[src/rtl/core/process_table_ready_queue_core_macros.svh]
// Assertion macros shared by the process table core RTL.
// Clocked on i_clk, disabled while i_rst_n is low; include in module bodies only.
`ifndef PROCESS_TABLE_READY_QUEUE_CORE_MACROS_SVH
`define PROCESS_TABLE_READY_QUEUE_CORE_MACROS_SVH

// Condition holds at every clock edge out of reset.
`define PTQR_ASSERT_ALWAYS(lbl, cond) \
    lbl: assert property (@(posedge i_clk) disable iff (!i_rst_n) (cond)) \
        else $error("ptqr assertion failed");

// Consequent holds in the same cycle as the antecedent.
`define PTQR_ASSERT_IMPL(lbl, ante, cons) \
    lbl: assert property (@(posedge i_clk) disable iff (!i_rst_n) (ante) |-> (cons)) \
        else $error("ptqr assertion failed");

// Consequent holds in the cycle after the antecedent.
`define PTQR_ASSERT_NEXT(lbl, ante, cons) \
    lbl: assert property (@(posedge i_clk) disable iff (!i_rst_n) (ante) |=> (cons)) \
        else $error("ptqr assertion failed");

`endif

[src/rtl/core/ptqr_pkg.sv]
// Package for the process table / ready queue core.
// Sizes, derived widths, operation and status codes, shared struct types. No dependencies.
`default_nettype none

package ptqr_pkg;

    localparam int TABLE_SIZE  = 8;
    localparam int QUEUE_DEPTH = 16;
    localparam int ID_BITS     = 8;
    localparam int PRIO_W      = 8;
    localparam int STATUS_W    = 3;
    localparam int MODE_W      = 2;

    localparam int TIDX_W = (TABLE_SIZE > 1) ? $clog2(TABLE_SIZE) : 1;
    localparam int TCNT_W = $clog2(TABLE_SIZE + 1);
    localparam int QIDX_W = (QUEUE_DEPTH > 1) ? $clog2(QUEUE_DEPTH) : 1;
    localparam int QCNT_W = $clog2(QUEUE_DEPTH + 1);
    localparam int IDX_W  = (TCNT_W > QCNT_W) ? TCNT_W : QCNT_W;

    localparam logic [MODE_W-1:0] MODE_CREATE  = 2'd0;
    localparam logic [MODE_W-1:0] MODE_DELETE  = 2'd1;
    localparam logic [MODE_W-1:0] MODE_BLOCK   = 2'd2;
    localparam logic [MODE_W-1:0] MODE_UNBLOCK = 2'd3;

    localparam logic [STATUS_W-1:0] ST_OK          = 3'd0;
    localparam logic [STATUS_W-1:0] ST_TABLE_FULL  = 3'd1;
    localparam logic [STATUS_W-1:0] ST_QUEUE_EMPTY = 3'd2;
    localparam logic [STATUS_W-1:0] ST_NOT_FOUND   = 3'd3;
    localparam logic [STATUS_W-1:0] ST_QUEUE_FULL  = 3'd4;

    typedef struct packed {
        logic [ID_BITS-1:0] id;
        logic [PRIO_W-1:0]  pri;
        logic               blk;
    } t_entry;

    typedef struct packed {
        logic              en;
        logic [TIDX_W-1:0] idx;
        t_entry            entry;
    } t_tbl_wr;

    typedef struct packed {
        logic               en;
        logic [QIDX_W-1:0]  idx;
        logic [ID_BITS-1:0] id;
    } t_q_wr;

    typedef struct packed {
        logic inc;
        logic dec;
    } t_cnt_op;

    typedef struct packed {
        logic hit;
        logic idx_lt;
        logic inc_lt;
    } t_cmp_res;

endpackage

`default_nettype wire

[src/rtl/core/ptqr_table.sv]
// Process table storage: entries of id, priority and blocked bit, plus fill count.
// One read port, one write port. Depends on ptqr_pkg.
`default_nettype none

module ptqr_table (
    input  wire logic                        i_clk,
    input  wire logic                        i_rst_n,
    input  wire logic [ptqr_pkg::TIDX_W-1:0] i_rd_idx,
    output ptqr_pkg::t_entry                 o_rd_entry,
    input  wire ptqr_pkg::t_tbl_wr           i_wr,
    input  wire ptqr_pkg::t_cnt_op           i_cnt_op,
    output logic [ptqr_pkg::TCNT_W-1:0]      o_count
);
    import ptqr_pkg::*;

    t_entry              r_mem [TABLE_SIZE];
    logic [TCNT_W-1:0]   r_count;

    // contents need no reset: only entries below the count are ever read
    always_ff @(posedge i_clk) begin
        if (i_wr.en) begin
            r_mem[i_wr.idx] <= i_wr.entry;
        end
    end

    always_ff @(posedge i_clk) begin
        if (!i_rst_n) begin
            r_count <= '0;
        end else if (i_cnt_op.inc) begin
            r_count <= r_count + TCNT_W'(1);
        end else if (i_cnt_op.dec) begin
            r_count <= r_count - TCNT_W'(1);
        end
    end

    assign o_rd_entry = r_mem[i_rd_idx];
    assign o_count    = r_count;

endmodule

`default_nettype wire

[src/rtl/core/ptqr_queue.sv]
// Ready queue storage: ids ordered head first at slot zero, plus fill count.
// One read port, one write port. Depends on ptqr_pkg.
`default_nettype none

module ptqr_queue (
    input  wire logic                        i_clk,
    input  wire logic                        i_rst_n,
    input  wire logic [ptqr_pkg::QIDX_W-1:0] i_rd_idx,
    output logic [ptqr_pkg::ID_BITS-1:0]     o_rd_id,
    input  wire ptqr_pkg::t_q_wr             i_wr,
    input  wire ptqr_pkg::t_cnt_op           i_cnt_op,
    output logic [ptqr_pkg::QCNT_W-1:0]      o_count
);
    import ptqr_pkg::*;

    logic [ID_BITS-1:0] r_mem [QUEUE_DEPTH];
    logic [QCNT_W-1:0]  r_count;

    always_ff @(posedge i_clk) begin
        if (i_wr.en) begin
            r_mem[i_wr.idx] <= i_wr.id;
        end
    end

    always_ff @(posedge i_clk) begin
        if (!i_rst_n) begin
            r_count <= '0;
        end else if (i_cnt_op.inc) begin
            r_count <= r_count + QCNT_W'(1);
        end else if (i_cnt_op.dec) begin
            r_count <= r_count - QCNT_W'(1);
        end
    end

    assign o_rd_id = r_mem[i_rd_idx];
    assign o_count = r_count;

endmodule

`default_nettype wire

[src/rtl/core/ptqr_cmp.sv]
// Shared compare unit: id match and walk-index bound checks against the table or queue.
// Combinational. Depends on ptqr_pkg.
`default_nettype none

module ptqr_cmp (
    input  wire logic                         i_sel_q,
    input  wire logic [ptqr_pkg::ID_BITS-1:0] i_key,
    input  wire logic [ptqr_pkg::ID_BITS-1:0] i_t_id,
    input  wire logic [ptqr_pkg::ID_BITS-1:0] i_q_id,
    input  wire logic [ptqr_pkg::TCNT_W-1:0]  i_t_count,
    input  wire logic [ptqr_pkg::QCNT_W-1:0]  i_q_count,
    input  wire logic [ptqr_pkg::IDX_W-1:0]   i_idx,
    input  wire logic [ptqr_pkg::IDX_W:0]     i_idx_inc,
    output ptqr_pkg::t_cmp_res                o_res
);
    import ptqr_pkg::*;

    logic [ID_BITS-1:0] w_data;
    logic [IDX_W-1:0]   w_count;

    // steer the one comparator to the store being walked
    assign w_data  = i_sel_q ? i_q_id : i_t_id;
    assign w_count = i_sel_q ? IDX_W'(i_q_count) : IDX_W'(i_t_count);

    assign o_res.hit    = (w_data == i_key);
    assign o_res.idx_lt = (i_idx < w_count);
    assign o_res.inc_lt = (i_idx_inc < (IDX_W + 1)'(w_count));

endmodule

`default_nettype wire

[src/rtl/core/process_table_ready_queue_core.sv]
// Process table / ready queue core: top level with the operation sequencer.
// Depends on ptqr_pkg, ptqr_table, ptqr_queue, ptqr_cmp and the assertion macro header.
//
// Input channel (i_in_valid / o_in_stall) carries one operation item: mode, process id,
// priority and initial blocked flag. Output channel (o_out_valid / i_out_stall) returns
// exactly one result item per operation: status, id, priority, blocked flag and the
// table and queue fill counts after the operation.
// One item at a time: o_in_stall stays high from acceptance until its result is taken.
// A single walk index steps through the table or the queue one entry per cycle with one
// shared id comparator. Create writes both stores directly; delete on an empty queue ends
// directly, else it takes the head id, shifts the queue up, then finds and shifts out the
// table entry; block walks the whole table, then, for a known id, finds and drops the
// first queued copy; unblock walks the whole table and then enqueues a known id.
// Reset (i_rst_n low, synchronous) clears both fill counts and the sequencer; table and
// queue contents are not cleared, only entries below the counts are ever read.
// While i_out_stall is high the result item holds on the output registers and no new
// item is accepted.
`default_nettype none

module process_table_ready_queue_core (
    input  wire logic                          i_clk,
    input  wire logic                          i_rst_n,
    input  wire logic                          i_in_valid,
    output logic                               o_in_stall,
    input  wire logic [ptqr_pkg::MODE_W-1:0]   i_mode,
    input  wire logic [7:0]                    i_process_id,
    input  wire logic [7:0]                    i_priority_req,
    input  wire logic                          i_initial_blocked,
    output logic                               o_out_valid,
    input  wire logic                          i_out_stall,
    output logic [ptqr_pkg::STATUS_W-1:0]      o_status,
    output logic [7:0]                         o_out_id,
    output logic [7:0]                         o_out_priority,
    output logic                               o_out_blocked,
    output logic [3:0]                         o_table_count,
    output logic [4:0]                         o_queue_count
);
    import ptqr_pkg::*;

    `include "process_table_ready_queue_core_macros.svh"

    // sequencer states
    localparam logic [3:0] S_IDLE   = 4'd0;
    localparam logic [3:0] S_START  = 4'd1;
    localparam logic [3:0] S_QSHIFT = 4'd2;
    localparam logic [3:0] S_TFIND  = 4'd3;
    localparam logic [3:0] S_TSHIFT = 4'd4;
    localparam logic [3:0] S_TWALK  = 4'd5;
    localparam logic [3:0] S_QFIND  = 4'd6;
    localparam logic [3:0] S_DONE   = 4'd7;
    localparam logic [3:0] S_OUT    = 4'd8;

    logic [3:0]          r_state,  n_state;
    logic [MODE_W-1:0]   r_mode,   n_mode;
    logic [ID_BITS-1:0]  r_key,    n_key;
    logic [PRIO_W-1:0]   r_prio,   n_prio;
    logic                r_ib,     n_ib;
    logic [IDX_W-1:0]    r_idx,    n_idx;
    logic                r_found,  n_found;
    logic                r_qfull,  n_qfull;
    logic [STATUS_W-1:0] r_status, n_status;
    logic [ID_BITS-1:0]  r_oid,    n_oid;
    logic [PRIO_W-1:0]   r_opri,   n_opri;
    logic                r_oblk,   n_oblk;

    logic                r_out_valid, n_out_valid;
    logic [STATUS_W-1:0] r_out_status, n_out_status;
    logic [7:0]          r_out_id,     n_out_id;
    logic [7:0]          r_out_pri,    n_out_pri;
    logic                r_out_blk,    n_out_blk;
    logic [3:0]          r_out_tcnt,   n_out_tcnt;
    logic [4:0]          r_out_qcnt,   n_out_qcnt;

    logic [IDX_W:0]      w_idx_inc;
    logic [TIDX_W-1:0]   w_t_rd_idx;
    logic [QIDX_W-1:0]   w_q_rd_idx;
    t_entry              w_t_rd;
    t_entry              w_t_upd;
    logic [ID_BITS-1:0]  w_q_rd;
    t_tbl_wr             w_t_wr;
    t_q_wr               w_q_wr;
    t_cnt_op             w_t_op;
    t_cnt_op             w_q_op;
    logic [TCNT_W-1:0]   w_t_count;
    logic [QCNT_W-1:0]   w_q_count;
    logic                w_sel_q;
    t_cmp_res            w_cmp;
    logic                w_t_full;
    logic                w_q_full;

    ptqr_table u_table (
        .i_clk      (i_clk),
        .i_rst_n    (i_rst_n),
        .i_rd_idx   (w_t_rd_idx),
        .o_rd_entry (w_t_rd),
        .i_wr       (w_t_wr),
        .i_cnt_op   (w_t_op),
        .o_count    (w_t_count)
    );

    ptqr_queue u_queue (
        .i_clk    (i_clk),
        .i_rst_n  (i_rst_n),
        .i_rd_idx (w_q_rd_idx),
        .o_rd_id  (w_q_rd),
        .i_wr     (w_q_wr),
        .i_cnt_op (w_q_op),
        .o_count  (w_q_count)
    );

    ptqr_cmp u_cmp (
        .i_sel_q   (w_sel_q),
        .i_key     (r_key),
        .i_t_id    (w_t_rd.id),
        .i_q_id    (w_q_rd),
        .i_t_count (w_t_count),
        .i_q_count (w_q_count),
        .i_idx     (r_idx),
        .i_idx_inc (w_idx_inc),
        .o_res     (w_cmp)
    );

    assign w_idx_inc = (IDX_W + 1)'(r_idx) + (IDX_W + 1)'(1);
    assign w_sel_q   = (r_state == S_QSHIFT) || (r_state == S_QFIND);
    assign w_t_full  = (w_t_count >= TCNT_W'(TABLE_SIZE));
    assign w_q_full  = (w_q_count >= QCNT_W'(QUEUE_DEPTH));

    // shift passes read one slot ahead of the slot they write
    assign w_t_rd_idx = (r_state == S_TSHIFT) ? w_idx_inc[TIDX_W-1:0] : r_idx[TIDX_W-1:0];
    assign w_q_rd_idx = (r_state == S_QSHIFT) ? w_idx_inc[QIDX_W-1:0] : r_idx[QIDX_W-1:0];

    // walk write-back: same entry with the blocked bit forced by the operation
    always_comb begin
        w_t_upd     = w_t_rd;
        w_t_upd.blk = (r_mode == MODE_BLOCK);
    end

    always_comb begin
        n_state      = r_state;
        n_mode       = r_mode;
        n_key        = r_key;
        n_prio       = r_prio;
        n_ib         = r_ib;
        n_idx        = r_idx;
        n_found      = r_found;
        n_qfull      = r_qfull;
        n_status     = r_status;
        n_oid        = r_oid;
        n_opri       = r_opri;
        n_oblk       = r_oblk;
        n_out_valid  = r_out_valid;
        n_out_status = r_out_status;
        n_out_id     = r_out_id;
        n_out_pri    = r_out_pri;
        n_out_blk    = r_out_blk;
        n_out_tcnt   = r_out_tcnt;
        n_out_qcnt   = r_out_qcnt;
        w_t_wr       = '0;
        w_q_wr       = '0;
        w_t_op       = '0;
        w_q_op       = '0;

        case (r_state)
            S_IDLE: begin
                if (i_in_valid) begin
                    n_mode  = i_mode;
                    n_key   = ID_BITS'(i_process_id);
                    n_prio  = i_priority_req;
                    n_ib    = i_initial_blocked;
                    n_idx   = '0;
                    n_state = S_START;
                end
            end

            S_START: begin
                n_status = ST_OK;
                n_oid    = r_key;
                n_opri   = '0;
                n_oblk   = 1'b0;
                n_found  = 1'b0;
                n_qfull  = w_q_full;
                case (r_mode)
                    MODE_CREATE: begin
                        // echo the request whether or not it is taken
                        n_opri  = r_prio;
                        n_oblk  = r_ib;
                        n_state = S_DONE;
                        if (w_t_full) begin
                            n_status = ST_TABLE_FULL;
                        end else if (w_q_full) begin
                            n_status = ST_QUEUE_FULL;
                        end else begin
                            w_t_wr.en        = 1'b1;
                            w_t_wr.idx       = w_t_count[TIDX_W-1:0];
                            w_t_wr.entry.id  = r_key;
                            w_t_wr.entry.pri = r_prio;
                            w_t_wr.entry.blk = r_ib;
                            w_t_op.inc       = 1'b1;
                            w_q_wr.en        = 1'b1;
                            w_q_wr.idx       = w_q_count[QIDX_W-1:0];
                            w_q_wr.id        = r_key;
                            w_q_op.inc       = 1'b1;
                        end
                    end
                    MODE_DELETE: begin
                        if (w_q_count == '0) begin
                            n_status = ST_QUEUE_EMPTY;
                            n_oid    = '0;
                            n_state  = S_DONE;
                        end else begin
                            // take the head id, then close the gap it leaves
                            n_key   = w_q_rd;
                            n_oid   = w_q_rd;
                            n_state = S_QSHIFT;
                        end
                    end
                    default: begin
                        n_state = S_TWALK;
                    end
                endcase
            end

            S_QSHIFT: begin
                if (w_cmp.inc_lt) begin
                    w_q_wr.en  = 1'b1;
                    w_q_wr.idx = r_idx[QIDX_W-1:0];
                    w_q_wr.id  = w_q_rd;
                    n_idx      = w_idx_inc[IDX_W-1:0];
                end else begin
                    w_q_op.dec = 1'b1;
                    n_idx      = '0;
                    n_state    = (r_mode == MODE_DELETE) ? S_TFIND : S_DONE;
                end
            end

            S_TFIND: begin
                if (w_cmp.idx_lt) begin
                    if (w_cmp.hit) begin
                        n_opri  = w_t_rd.pri;
                        n_oblk  = w_t_rd.blk;
                        n_state = S_TSHIFT;
                    end else begin
                        n_idx = w_idx_inc[IDX_W-1:0];
                    end
                end else begin
                    // head id had no table entry: it stays dequeued
                    n_status = ST_NOT_FOUND;
                    n_state  = S_DONE;
                end
            end

            S_TSHIFT: begin
                if (w_cmp.inc_lt) begin
                    w_t_wr.en    = 1'b1;
                    w_t_wr.idx   = r_idx[TIDX_W-1:0];
                    w_t_wr.entry = w_t_rd;
                    n_idx        = w_idx_inc[IDX_W-1:0];
                end else begin
                    w_t_op.dec = 1'b1;
                    n_state    = S_DONE;
                end
            end

            S_TWALK: begin
                if (w_cmp.idx_lt) begin
                    if (w_cmp.hit) begin
                        if (!r_found) begin
                            n_found = 1'b1;
                            n_opri  = w_t_rd.pri;
                            n_oblk  = w_t_rd.blk;
                        end
                        // an unblock that cannot enqueue leaves every bit alone
                        if (!((r_mode == MODE_UNBLOCK) && r_qfull)) begin
                            w_t_wr.en    = 1'b1;
                            w_t_wr.idx   = r_idx[TIDX_W-1:0];
                            w_t_wr.entry = w_t_upd;
                        end
                    end
                    n_idx = w_idx_inc[IDX_W-1:0];
                end else if (!r_found) begin
                    n_status = ST_NOT_FOUND;
                    n_state  = S_DONE;
                end else if (r_mode == MODE_BLOCK) begin
                    n_oblk  = 1'b1;
                    n_idx   = '0;
                    n_state = S_QFIND;
                end else if (r_qfull) begin
                    n_status = ST_QUEUE_FULL;
                    n_state  = S_DONE;
                end else begin
                    n_oblk     = 1'b0;
                    w_q_wr.en  = 1'b1;
                    w_q_wr.idx = w_q_count[QIDX_W-1:0];
                    w_q_wr.id  = r_key;
                    w_q_op.inc = 1'b1;
                    n_state    = S_DONE;
                end
            end

            S_QFIND: begin
                if (w_cmp.idx_lt) begin
                    if (w_cmp.hit) begin
                        // drop the first queued copy from this slot on
                        n_state = S_QSHIFT;
                    end else begin
                        n_idx = w_idx_inc[IDX_W-1:0];
                    end
                end else begin
                    n_state = S_DONE;
                end
            end

            S_DONE: begin
                n_out_valid  = 1'b1;
                n_out_status = r_status;
                n_out_id     = 8'(r_oid);
                n_out_pri    = r_opri;
                n_out_blk    = r_oblk;
                n_out_tcnt   = 4'(w_t_count);
                n_out_qcnt   = 5'(w_q_count);
                n_state      = S_OUT;
            end

            S_OUT: begin
                if (!i_out_stall) begin
                    n_out_valid = 1'b0;
                    n_state     = S_IDLE;
                end
            end

            default: begin
                n_state = S_IDLE;
            end
        endcase
    end

    always_ff @(posedge i_clk) begin
        if (!i_rst_n) begin
            r_state     <= S_IDLE;
            r_out_valid <= 1'b0;
        end else begin
            r_state     <= n_state;
            r_out_valid <= n_out_valid;
        end
    end

    always_ff @(posedge i_clk) begin
        r_mode       <= n_mode;
        r_key        <= n_key;
        r_prio       <= n_prio;
        r_ib         <= n_ib;
        r_idx        <= n_idx;
        r_found      <= n_found;
        r_qfull      <= n_qfull;
        r_status     <= n_status;
        r_oid        <= n_oid;
        r_opri       <= n_opri;
        r_oblk       <= n_oblk;
        r_out_status <= n_out_status;
        r_out_id     <= n_out_id;
        r_out_pri    <= n_out_pri;
        r_out_blk    <= n_out_blk;
        r_out_tcnt   <= n_out_tcnt;
        r_out_qcnt   <= n_out_qcnt;
    end

    assign o_in_stall     = (r_state != S_IDLE);
    assign o_out_valid    = r_out_valid;
    assign o_status       = r_out_status;
    assign o_out_id       = r_out_id;
    assign o_out_priority = r_out_pri;
    assign o_out_blocked  = r_out_blk;
    assign o_table_count  = r_out_tcnt;
    assign o_queue_count  = r_out_qcnt;

    `PTQR_ASSERT_ALWAYS(a_tcnt_max, w_t_count <= TCNT_W'(TABLE_SIZE))
    `PTQR_ASSERT_ALWAYS(a_qcnt_max, w_q_count <= QCNT_W'(QUEUE_DEPTH))
    `PTQR_ASSERT_IMPL(a_result_blocks_input, o_out_valid, o_in_stall)
    `PTQR_ASSERT_NEXT(a_done_gives_result, r_state == S_DONE, o_out_valid)

endmodule

`default_nettype wire

[config.mk]
export PLATFORM = sky130hd
export DESIGN_NAME = process_table_ready_queue_core
export DESIGN_NICKNAME = d
export VERILOG_FILES = /design/src/rtl/core/ptqr_pkg.sv /design/src/rtl/core/ptqr_table.sv /design/src/rtl/core/ptqr_queue.sv /design/src/rtl/core/ptqr_cmp.sv /design/src/rtl/core/process_table_ready_queue_core.sv
export VERILOG_INCLUDE_DIRS = /design/src /design/src/rtl/core
export SDC_FILE = /design/constraint.sdc
export NUM_CORES = 1
export LEC_CHECK = 0
export ABC_CLOCK_PERIOD_IN_PS = 8000
export BUFFER_PORTS_ARGS = -buffer_cell sky130_fd_sc_hd__buf_2
export CORE_ASPECT_RATIO = 1.25
export CORE_MARGIN = 10
export CORE_UTILIZATION = 70
export CTS_BUF_LIST = sky130_fd_sc_hd__clkbuf_8
export CTS_CLUSTER_DIAMETER = 120
export DETAILED_ROUTE_END_ITERATION = 10
export PLACE_DENSITY = 0.88
export SLEW_MARGIN = 5
export SYNTH_ARGS = -nofsm -noshare
export SYNTH_HDL_FRONTEND = slang
export SYNTH_SLANG_ARGS = --single-unit
export TNS_END_PERCENT = 100
[constraint.sdc]
create_clock -name i_clk -period 8 [get_ports i_clk]
set_clock_uncertainty 0.15 [all_clocks]
set_input_delay 0.8 -clock i_clk [delete_from_list [all_inputs] [get_ports i_clk]]
set_output_delay 0.8 -clock i_clk [all_outputs]
set_load 0.005 [all_outputs]
==> reports/metrics.cfg, run 1 <==
[run_status]
status = completed

[global_route]
grt_pass1_wl_mm = 67.5
antenna_found_initial = 0
grt_pass1_vias = 11700
grt_max_degree = 78
track_usage = 0.276
gr-total-overflow = 0

[synth]
syn_nets = 1290
ys_ff_latch = 353
ys_async_sr_fraction = 0
syn_area_mm2 = 0.0173
synth_top_area_cell = edfxtp_1
synth_area_leaders = edfxtp_1 59%, mux2i_1 6.6%, mux4_2 5.2%
seq_area_frac_synth = 0.604
avgSynthCellArea_um2 = 13.8
synth_ff_type = edfxtp_1
syn_inst = 1251
synthDistinctLibCells = 88
synth.top_cell.area_share = 0.588
yosys_warnings = 0
synth_edf_count = 339

[timing]
slew-limit-headroom = 0.159
min_period_over_period = 0.781
worst_pin_slew_ps = 1260
report.final.setup_viol = 0
max_freq_mhz = 160
hold_violations = 0
slew_violations = 0
tns_ps = 0
min_period_ps = 6250
rsz0062_at_grt = no

[floorplanning]
die_w_um = 161
dieArea_mm2 = 0.0315
core_mm2 = 0.0244
start_util = 0.709
ioPinCount = 54
rows = 64
die_y_um = 196

[worst_hold_path]
min_path_type = in -> reg

[final_layout]
syn2layout_area_growth_pct = 8.94
final_cell_count_no_fill = 1669
drive_gt1_frac = 0.200
n_fill_cell = 1352
antenna_cells = 0
fin_area_mm2 = 0.0189
fin_nets = 1336

[clocking]
path_clk_slew_ps = 70
post_cts_buffers = 0
tritoncts = done
clk_latency_ps = 610
cts_sinks = 353
htreeDepth = 2
cts-root-buf = clkbuf_8
cts.path.max_buffers = 3
hold_buffers = 0
cts_resized = 0
cts_buffers = 51

[detailed_routing]
dr.max_layer_used = met4
wl_met2_mm = 22.9
wl_met3_mm = 3.90
drc = 0
antenna_left = 0
met1Wirelength_mm = 14.6
vias = 11700
viasPerCell = 7.03
first_pass_iters = 7
wl_mm = 44.1
wl_per_cell_um = 26.4
initialDrtViolationCount = 1328

[placement]
placement.io_buffers = 53
dp_hpwl_mm = 28.9
dpl_cell_area_mm2 = 0.0178
dpl.cell_count = 1574
gp_congestion = 0.962

[setup_path]
start_kind = register
cp.arrival_ps = 6300
crit_required_ps = 8050
path_class = reg -> reg
path_max_fanout = 27
crit_path_end_kind = register

[job]
maxCapViolations = 0

[power]
cellPowerDensity_mw_per_mm2 = 393
cellLeakagePower_nw = 6.55
ir_drop_uv = 290

state kept, by name (all words and copies together) (netlist names), 5 cells and up:
| register | cells |
|---|---|
| o_out_priority | 8 |
| u_queue.r_mem | 128 |
| r_opri | 8 |
| r_idx | 5 |
| r_prio | 8 |
| o_queue_count | 5 |
| u_table.r_mem | 136 |
| r_oid | 8 |
| o_out_id | 8 |
| u_queue.o_count | 5 |
| r_key | 8 |
critical path: stages (launching register included):
cell and delay [ps]:
dfxtp_1 860, or4b_1 890, nand2_1 730, o22ai_1 200, a2111oi_0 730, nor4_1 290
xnor2_1 200, o31ai_1 420, o211a_1 390, a21boi_0 140, o22ai_1 820
cell usage in the layout, fill, tap and decap left out, types with 6 or more instances in the layout:
| master | n |
|---|---|
| nor3_1 | 14 |
| clkinv_2 | 6 |
| mux2i_1 | 113 |
| nand2b_1 | 12 |
| a21oi_1 | 45 |
| nor3b_1 | 9 |
| nand3_1 | 20 |
| mux4_2 | 40 |
| dfxtp_1 | 14 |
| xnor2_1 | 16 |
| a21o_1 | 12 |
| clkbuf_8 | 55 |
| edfxtp_1 | 339 |
| clkinv_1 | 13 |
| o211ai_1 | 7 |
| mux2_2 | 45 |
| xor2_1 | 7 |
| inv_1 | 26 |
| nor2b_1 | 12 |
| o22ai_1 | 31 |
| ha_1 | 13 |
| buf_4 | 24 |
| o21ai_1 | 10 |
| nand2_1 | 81 |
| a211oi_1 | 28 |
| and2_1 | 21 |
| a2111oi_0 | 15 |
| o221ai_1 | 8 |
| buf_2 | 53 |
| o21ai_0 | 51 |
| nor2_1 | 70 |
final cells by class:
class	instances	area [um^2]	area share
timing repair buffer	77	445	0.0236
clock buffer	55	757	0.0401
clock inverter	40	284	0.0151
multi-input combinational	801	6460	0.342
tap	330	413	0.0219
inverter	13	48.8	0.00259
sequential	353	10500	0.554
synth_stat cells, drive strengths merged, types with 4 or more instances:
library cell / instances
a221oi: 5
o31ai: 5
edfxtp: 339
mux2: 45
dfxtp: 14
nor4: 9
nand2: 81
a21oi: 45
nor3b: 10
clkbuf: 39
nand3: 20
a22o: 4
and3: 6
nor2b: 12
o211ai: 8
a22oi: 4
mux2i: 114
nor2: 74
xnor2: 17
a21o: 12
mux4: 40
o21ai: 62
xor2: 7
nand3b: 4
o22ai: 31
or3: 5
o221ai: 8
and2: 21
nor4b: 5
a2111oi: 16
ha: 14
buf: 45
nor3: 16
a32oi: 4
a211oi: 32
nand2b: 12
inv: 12
final timing paths:
path,from,end,slack [ps],cells after the start
setup / recovery,r_state[1]$_SDFFE_PN0P_,r_opri[5]$_DFFE_PP_,1750,10
hold / removal,i_initial_blocked,r_ib$_DFFE_PP_,240,1
setup reg to reg,r_state[1]$_SDFFE_PN0P_,r_opri[5]$_DFFE_PP_,1750,10
hold reg to reg,r_opri[1]$_DFFE_PP_,o_out_priority[1]$_DFFE_PP_,260,0
layer usage:
metal	GRT usage	up-vias
met5	0	-
met3	0.0551	198
li1	-	5034
met1	0.303	5697
met2	0.486	807
met4	0.165	0
cells by family (layout without fill, tap and decap cells):
| logic type | after synthesis | after routing | synth area share |
|---|---|---|---|
| buffers and inverters | 97 | 185 | 0.0259 |
| adders and majority gates | 16 | 16 | 0.0124 |
| and+or+nand+nor | 290 | 290 | 0.0899 |
| xor gates and xnor gates | 24 | 24 | 0.0121 |
| AOI/OAI and AO/OA | 272 | 272 | 0.109 |
| muxes | 199 | 199 | 0.147 |
| DFF | 353 | 353 | 0.604 |
report_power, final:
group	internal, W	switching, W
logic	0.00125	0.00204
registers	0.00243	0.000237
clock network	0.000771	0.000695
through the flow:
step / hold WS (ps) / total power, W / utilization / setup WS, ps
finish: 236 / 0.00742 / 0.773 / 1750
global placement: 251 / 0.00574 / 0.730 / 2090
floorplan: 250 / 0.00502 / - / 2670
global route: 214 / 0.00772 / 0.773 / 1350
detailed placement: 255 / 0.00586 / 0.730 / 1940
CTS: 210 / 0.00734 / 0.772 / 1880
(Power assumes the default switching activity.)
==> run 2: changes to the inputs <==
--- a/config.mk
+++ b/config.mk
@@ -6,15 +6,15 @@
 export SDC_FILE = /design/constraint.sdc
 export NUM_CORES = 1
 export LEC_CHECK = 0
-export ABC_CLOCK_PERIOD_IN_PS = 8000
+export ABC_CLOCK_PERIOD_IN_PS = 6200
 export BUFFER_PORTS_ARGS = -buffer_cell sky130_fd_sc_hd__buf_2
 export CORE_ASPECT_RATIO = 1.25
 export CORE_MARGIN = 10
-export CORE_UTILIZATION = 70
+export CORE_UTILIZATION = 65
 export CTS_BUF_LIST = sky130_fd_sc_hd__clkbuf_8
 export CTS_CLUSTER_DIAMETER = 120
 export DETAILED_ROUTE_END_ITERATION = 10
-export PLACE_DENSITY = 0.88
+export PLACE_DENSITY = 0.83
 export SLEW_MARGIN = 5
 export SYNTH_ARGS = -nofsm -noshare
 export SYNTH_HDL_FRONTEND = slang
==> constraint.sdc (replaced) <==
create_clock -name i_clk -period 6.2 [get_ports i_clk]
set_clock_uncertainty 0.15 [all_clocks]
set_input_delay 0.62 -clock i_clk [delete_from_list [all_inputs] [get_ports i_clk]]
set_output_delay 0.62 -clock i_clk [all_outputs]
set_load 0.005 [all_outputs]
==> run 2 against run 1 <==
Critical path depth increased by 1. Final cell count up 2.4%. Wire length up 1.2%. Combinational power grew 34%. Power grew 33%. Worst hold slack got worse by 190 ps. Clock-buffer cell count shrank 4. Critical path type unchanged. Critical endpoint is now u_table.r_mem[2][5]$_DFFE_PP_.
==> reports/metrics.cfg, run 2 (same netlist as run 1, synthesis figures left out) <==
[run_status]
status = completed

[worst_hold_path]
min_path_type = in -> reg
hp-start = i_priority_req[5]

[power]
ir_drop_uv = 294  ; +1.4%
power_frac_seq = 0.346  ; -0.013
cellLeakagePower_nw = 6.72  ; +2.7%
cellPowerDensity_mw_per_mm2 = 513  ; +31%
switching_share = 0.397  ; -0.00351
p_int_w = 0.00595  ; +34%
clockPowerShare = 0.207  ; +0.009
netSwitchingPower_w = 0.00391  ; +32%
combPwrFrac = 0.447  ; +0.003

[final_layout]
layout_common_cells = 339 x edfxtp_1, 113 x mux2i_1, 81 x nand2_1
fin_nets = 1365  ; +2.2%
largest_register_ffs = 136  ; unchanged
final_common_cell = edfxtp_1
drive_gt1_frac = 0.213  ; +0.0133
top_regs = u_table.r_mem x136, u_queue.r_mem x128
top_register = u_table.r_mem
final_cell_count_no_fill = 1709  ; +2.4%
syn2layout_area_growth_pct = 10.9

[setup_path]
path_max_fanout = 20  ; -26%
start_kind = register
cp-startpoint = r_state[0]$_SDFFE_PN0P_
crit_path_end_kind = register
path_class = reg -> reg
rr_startpoint = r_state[0]$_SDFFE_PN0P_
crit_required_ps = 6310  ; -1740 ps
cp.arrival_ps = 5570  ; -730 ps

[floorplanning]
start_util = 0.662  ; -0.0475
dieArea_mm2 = 0.0336  ; +6.8%
rows = 66  ; +3.1%
ioPinCount = 54  ; unchanged
core_mm2 = 0.0262  ; +7.2%
die_w_um = 166  ; +3.3%
die_y_um = 203  ; +3.4%

[global_route]
track_usage = 0.258  ; -0.0178
grt_pass1_wl_mm = 68.6  ; +1.6%
grt_max_degree = 63  ; -19%
antenna_found_initial = 1  ; +1
gr-total-overflow = 0  ; unchanged
grt_pass1_vias = 11900  ; +2.0%

[timing]
report.final.setup_viol = 0  ; unchanged
slew_violations = 0  ; unchanged
min_period_ps = 5460  ; -782 ps
setup_ws_ps = 736  ; -1020 ps
worst_pin_slew_ps = 1250  ; -9.58 ps
min_period_over_period = 0.881  ; +0.101
tns_ps = 0  ; unchanged
rsz0062_at_grt = no
hold_violations = 0  ; unchanged
slew-limit-headroom = 0.166  ; +0.00639
max_freq_mhz = 183  ; +14%

[detailed_routing]
antenna_left = 0  ; unchanged
wl_met2_mm = 23.3  ; +1.4%
viasPerCell = 6.92  ; -1.6%
drc = 0  ; unchanged
vias = 11800  ; +0.72%
dr.max_layer_used = met4
wl_met3_mm = 3.27  ; -16%
initialDrtViolationCount = 1413  ; +6.4%
met1Wirelength_mm = 15.8  ; +8.6%
first_pass_iters = 8  ; +1
wl_per_cell_um = 26.1  ; -1.2%
wl_mm = 44.6  ; +1.2%

[placement]
dpl.cell_count = 1605  ; +2.0%
dp_hpwl_mm = 29.1  ; +0.51%
placement.io_buffers = 53  ; unchanged
gp_congestion = 0.952  ; -1.1%
pre_cts_ws_ps = 931  ; -1010 ps

[clocking]
cts_buffers = 51  ; unchanged
cts-root-buf = clkbuf_8
htreeDepth = 2  ; unchanged
cts_sinks = 353  ; unchanged
path_clk_slew_ps = 80  ; about the same
tritoncts = done
clk_latency_ps = 620  ; about the same
cts.path.max_buffers = 3  ; unchanged

[job]
maxCapViolations = 0  ; unchanged

-- run 2: cell types whose count changed in the layout (fill, tap and decap cells not counted), sizes merged --
| cell | delta |
|---|---|
| clkinvlp | -1 |
| diode | +1 |
| clkbuf | -4 |
| bufinv | +4 |
| dlygate4sd3 | +8 |
| buf | +21 |
| inv | -1 |
| clkinv | +2 |
-- run 2: metrics by stage --
step / total power [W] / hold WS (ps) / cell area, um^2 / utilization
2_1_floorplan: 0.00647 / 250 / 17300 / -
5_1_grt: 0.0103 / 19.9 / 19200 / 0.734
3_3_place_gp: 0.00753 / 252 / 18000 / 0.687
3_5_place_dp: 0.00770 / 255 / 18000 / 0.687
6_report: 0.00986 / 44.1 / 19200 / 0.734
4_1_cts: 0.00976 / 0.919 / 19200 / 0.734
-- run 2: metal layers --
metal / track usage / up-vias
met1: 0.294 / 5873
met4: 0.137 / 0
li1: - / 5097
met2: 0.458 / 680
met3: 0.0431 / 171
met5: 0 / -
-- run 2: power groups by stage --
stage	registers, W	logic, W	clock network, W
finish	0.00341	0.00441	0.00204
detailed placement	0.00343	0.00427	0
global route	0.00343	0.00467	0.00218
floorplan	0.00329	0.00318	0
CTS	0.00339	0.00431	0.00206
global placement	0.00342	0.00411	0
-- run 2: final timing paths --
| check | slack [ps] | endpoint | depth (start not counted) |
|---|---|---|---|
| setup reg to reg | 740 | u_table.r_mem[2][5]$_DFFE_PP_ | 11 |
| setup / recovery | 740 | u_table.r_mem[2][5]$_DFFE_PP_ | 11 |
| hold reg to reg | 270 | o_out_priority[0]$_DFFE_PP_ | 0 |
| hold / removal | 40 | r_prio[5]$_DFFE_PP_ | 1 |
-- run 2: critical path, cell delays in order (launching register included) --
cell and delay [ps]:
dfxtp_1 570, or4b_1 780, nand2_1 350, buf_4 290, o22ai_1 140, a2111oi_0 890
nor4_2 240, o221ai_1 360, nor4_4 100, o211a_4 300, nor2_2 540, o21ai_1 390
-- run 2: layout make-up --
cell class | count | area [um^2]
antenna | 1 | 2.50
timing repair buffer | 106 | 683
sequential | 353 | 10500
tap | 340 | 425
fill | 1602 | 6970
clock buffer | 51 | 702
multi-input combinational | 801 | 6460
clock inverter | 44 | 428
inverter | 13 | 48.8
-- run 2: timing repair --
| item | 4_1_cts | 5_1_grt |
|---|---|---|
| endpoints found under the hold margin | 8 | 0 |
| gates resized for setup | 0 | 0 |
| hold buffers | 8 | 0 |
| setup buffers | 0 | 0 |
| endpoints found under the setup margin | 0 | 0 |
==> run 3: changes to the inputs <==
--- a/config.mk
+++ b/config.mk
@@ -15,6 +15,7 @@
 export CTS_CLUSTER_DIAMETER = 120
 export DETAILED_ROUTE_END_ITERATION = 10
 export PLACE_DENSITY = 0.83
+export REMOVE_ABC_BUFFERS = 1
 export SLEW_MARGIN = 5
 export SYNTH_ARGS = -nofsm -noshare
 export SYNTH_HDL_FRONTEND = slang
==> run 3 against run 2 <==
First-iteration DRC count down 2.1%. Core utilization shrank 0.26 points. Highest routed layer unchanged. Sequential share of layout area increased by 0.19 points. Clock-buffer cell count increased by 2. Die area unchanged. Critical endpoint is now u_table.r_mem[0][3]$_DFFE_PP_. Global-route usage is 0.72 points lower. Combinational power is essentially flat.
==> reports/metrics.cfg, run 3 (same netlist as run 1, synthesis figures left out) <==
[detailed_routing]
first_pass_iters = 6  ; -2
vias = 11700  ; -1.2%
drc = 0  ; unchanged
wl_mm = 43.7  ; -2.0%
antenna_left = 0  ; unchanged
viasPerCell = 6.79  ; -1.9%
wl_per_cell_um = 25.4  ; -2.7%
initialDrtViolationCount = 1383  ; -2.1%

[floorplanning]
ioPinCount = 54  ; unchanged
start_util = 0.662  ; unchanged
dieArea_mm2 = 0.0336  ; unchanged
core_mm2 = 0.0262  ; unchanged
die_y_um = 203  ; unchanged
rows = 66  ; unchanged
die_w_um = 166  ; unchanged

[setup_path]
start_kind = register
r2r_slack_ps = 730  ; about the same
reg2regPathDepth = 13  ; +2
rr_endpoint = u_table.r_mem[0][3]$_DFFE_PP_
crit_path_end_kind = register
cp-startpoint = r_state[1]$_SDFFE_PN0P_
rr_startpoint = r_state[1]$_SDFFE_PN0P_
crit_required_ps = 6350  ; +40 ps
cp.arrival_ps = 5620  ; +50 ps
path_max_fanout = 21  ; +5.0%
path_class = reg -> reg

[final_layout]
layout_common_cells = 339 x edfxtp_1, 113 x mux2i_1, 81 x nand2_1
fin_nets = 1379  ; +1.0%
drive_gt1_frac = 0.217  ; +0.00394
largest_register_ffs = 136  ; unchanged
syn2layout_area_growth_pct = 10.5
final_common_cell = edfxtp_1
top_regs = u_table.r_mem x136, u_queue.r_mem x128
top_register = u_table.r_mem

[global_route]
grt_pass1_vias = 11700  ; -2.2%
gr-total-overflow = 0  ; unchanged
track_usage = 0.251  ; -0.00715
antenna_found_initial = 1  ; unchanged
grt_pass1_wl_mm = 66.7  ; -2.7%
grt_max_degree = 112  ; +78%

[placement]
pre_cts_ws_ps = 787  ; -144 ps
dp_hpwl_mm = 29.3  ; +0.66%
gp_congestion = 0.917  ; -3.7%
placement.io_buffers = 53  ; unchanged

[worst_hold_path]
whs_path_depth = 1  ; unchanged
timing.hold.worst_endpoint = r_prio[1]$_DFFE_PP_
min_path_type = in -> reg
hp-start = i_priority_req[1]

[timing]
setup_ws_ps = 731  ; -5.05 ps
tns_ps = 0  ; unchanged
slew-limit-headroom = 0.137  ; -0.0284
report.final.setup_viol = 0  ; unchanged
hold_violations = 0  ; unchanged
worst_pin_slew_ps = 1290  ; +37.9 ps
min_period_ps = 5470  ; +5.05 ps
max_freq_mhz = 183  ; about the same
min_period_over_period = 0.882  ; about the same
rsz0062_at_grt = no
slew_violations = 0  ; unchanged

[clocking]
cts.path.max_buffers = 3  ; unchanged
cts_buffers = 52  ; +2.0%
tritoncts = done
htreeDepth = 2  ; unchanged
cts-root-buf = clkbuf_8
cts_sinks = 353  ; unchanged
path_clk_slew_ps = 60  ; -20 ps
clk_latency_ps = 620  ; about the same
cts_resized = 0  ; unchanged

[run_status]
status = completed

[power]
cellLeakagePower_nw = 6.71  ; -0.10%
cellPowerDensity_mw_per_mm2 = 497  ; -3.2%
p_total_w = 0.00952  ; -3.5%
ir_drop_uv = 387  ; +32%

[job]
maxCapViolations = 0  ; unchanged

run 3: worst max path at each step:
stage | endpoint | cells after the start
6_report | u_table.r_mem[0][3]$_DFFE_PP_ | 13
5_1_grt | u_table.r_mem[0][7]$_DFFE_PP_ | 13
4_1_cts | u_table.r_mem[0][3]$_DFFE_PP_ | 13
3_5_place_dp | u_table.r_mem[0][0]$_DFFE_PP_ | 13
3_3_place_gp | u_table.r_mem[0][1]$_DFFE_PP_ | 13
2_1_floorplan | u_table.r_mem[7][0]$_DFFE_PP_ | 10
run 3: worst max-delay path, stage by stage (launching register included):
cell and delay [ps]:
dfxtp_1 620, or4b_1 680, nand2_1 140, buf_4 290, o22ai_1 140, a2111oi_0 800
nor4_2 110, buf_4 200, xnor2_1 160, nor4_4 370, o211a_4 270, nor2_2 150
a211oi_2 750, buf_4 330
run 3: timing repair:
action,4_1_cts,5_1_grt
hold endpoints to repair,5,0
hold buffers,5,0
setup buffers,0,0
run 3: stage by stage:
step | utilization | area, um^2 | hold WS (ps) | cells
5_1_grt | 0.731 | 19100 | 30.2 | 1720
3_3_place_gp | 0.694 | 18200 | 251 | 1621
3_5_place_dp | 0.694 | 18200 | 255 | 1621
4_1_cts | 0.731 | 19100 | 5.56 | 1720
6_report | 0.731 | 19100 | 36.0 | 1721
2_1_floorplan | - | 16900 | 250 | 1167
run 3: layout make-up:
cell class                 count  area, um^2
clock inverter                41         183
tap                          340         425
sequential                   353       10500
inverter                      13        48.8
timing repair buffer         119         823
fill                        1642        7040
clock buffer                  53         729
multi-input combinational    801        6470
antenna                        1        2.50
run 3: power by group:
part | switching, W | leakage, nW | internal [W]
Combinational | 0.00265 | 2.92 | 0.00179
Sequential | 0.000260 | 3.26 | 0.00313
Clock | 0.000887 | 0.526 | 0.000799
Total | 0.00380 | 6.71 | 0.00572
run 3: routing by layer:
layer  GRT usage  share of wire
met3      0.0404          0.083
met2       0.439           0.51
met4       0.123          0.047
met1       0.296           0.36
met5           0              0
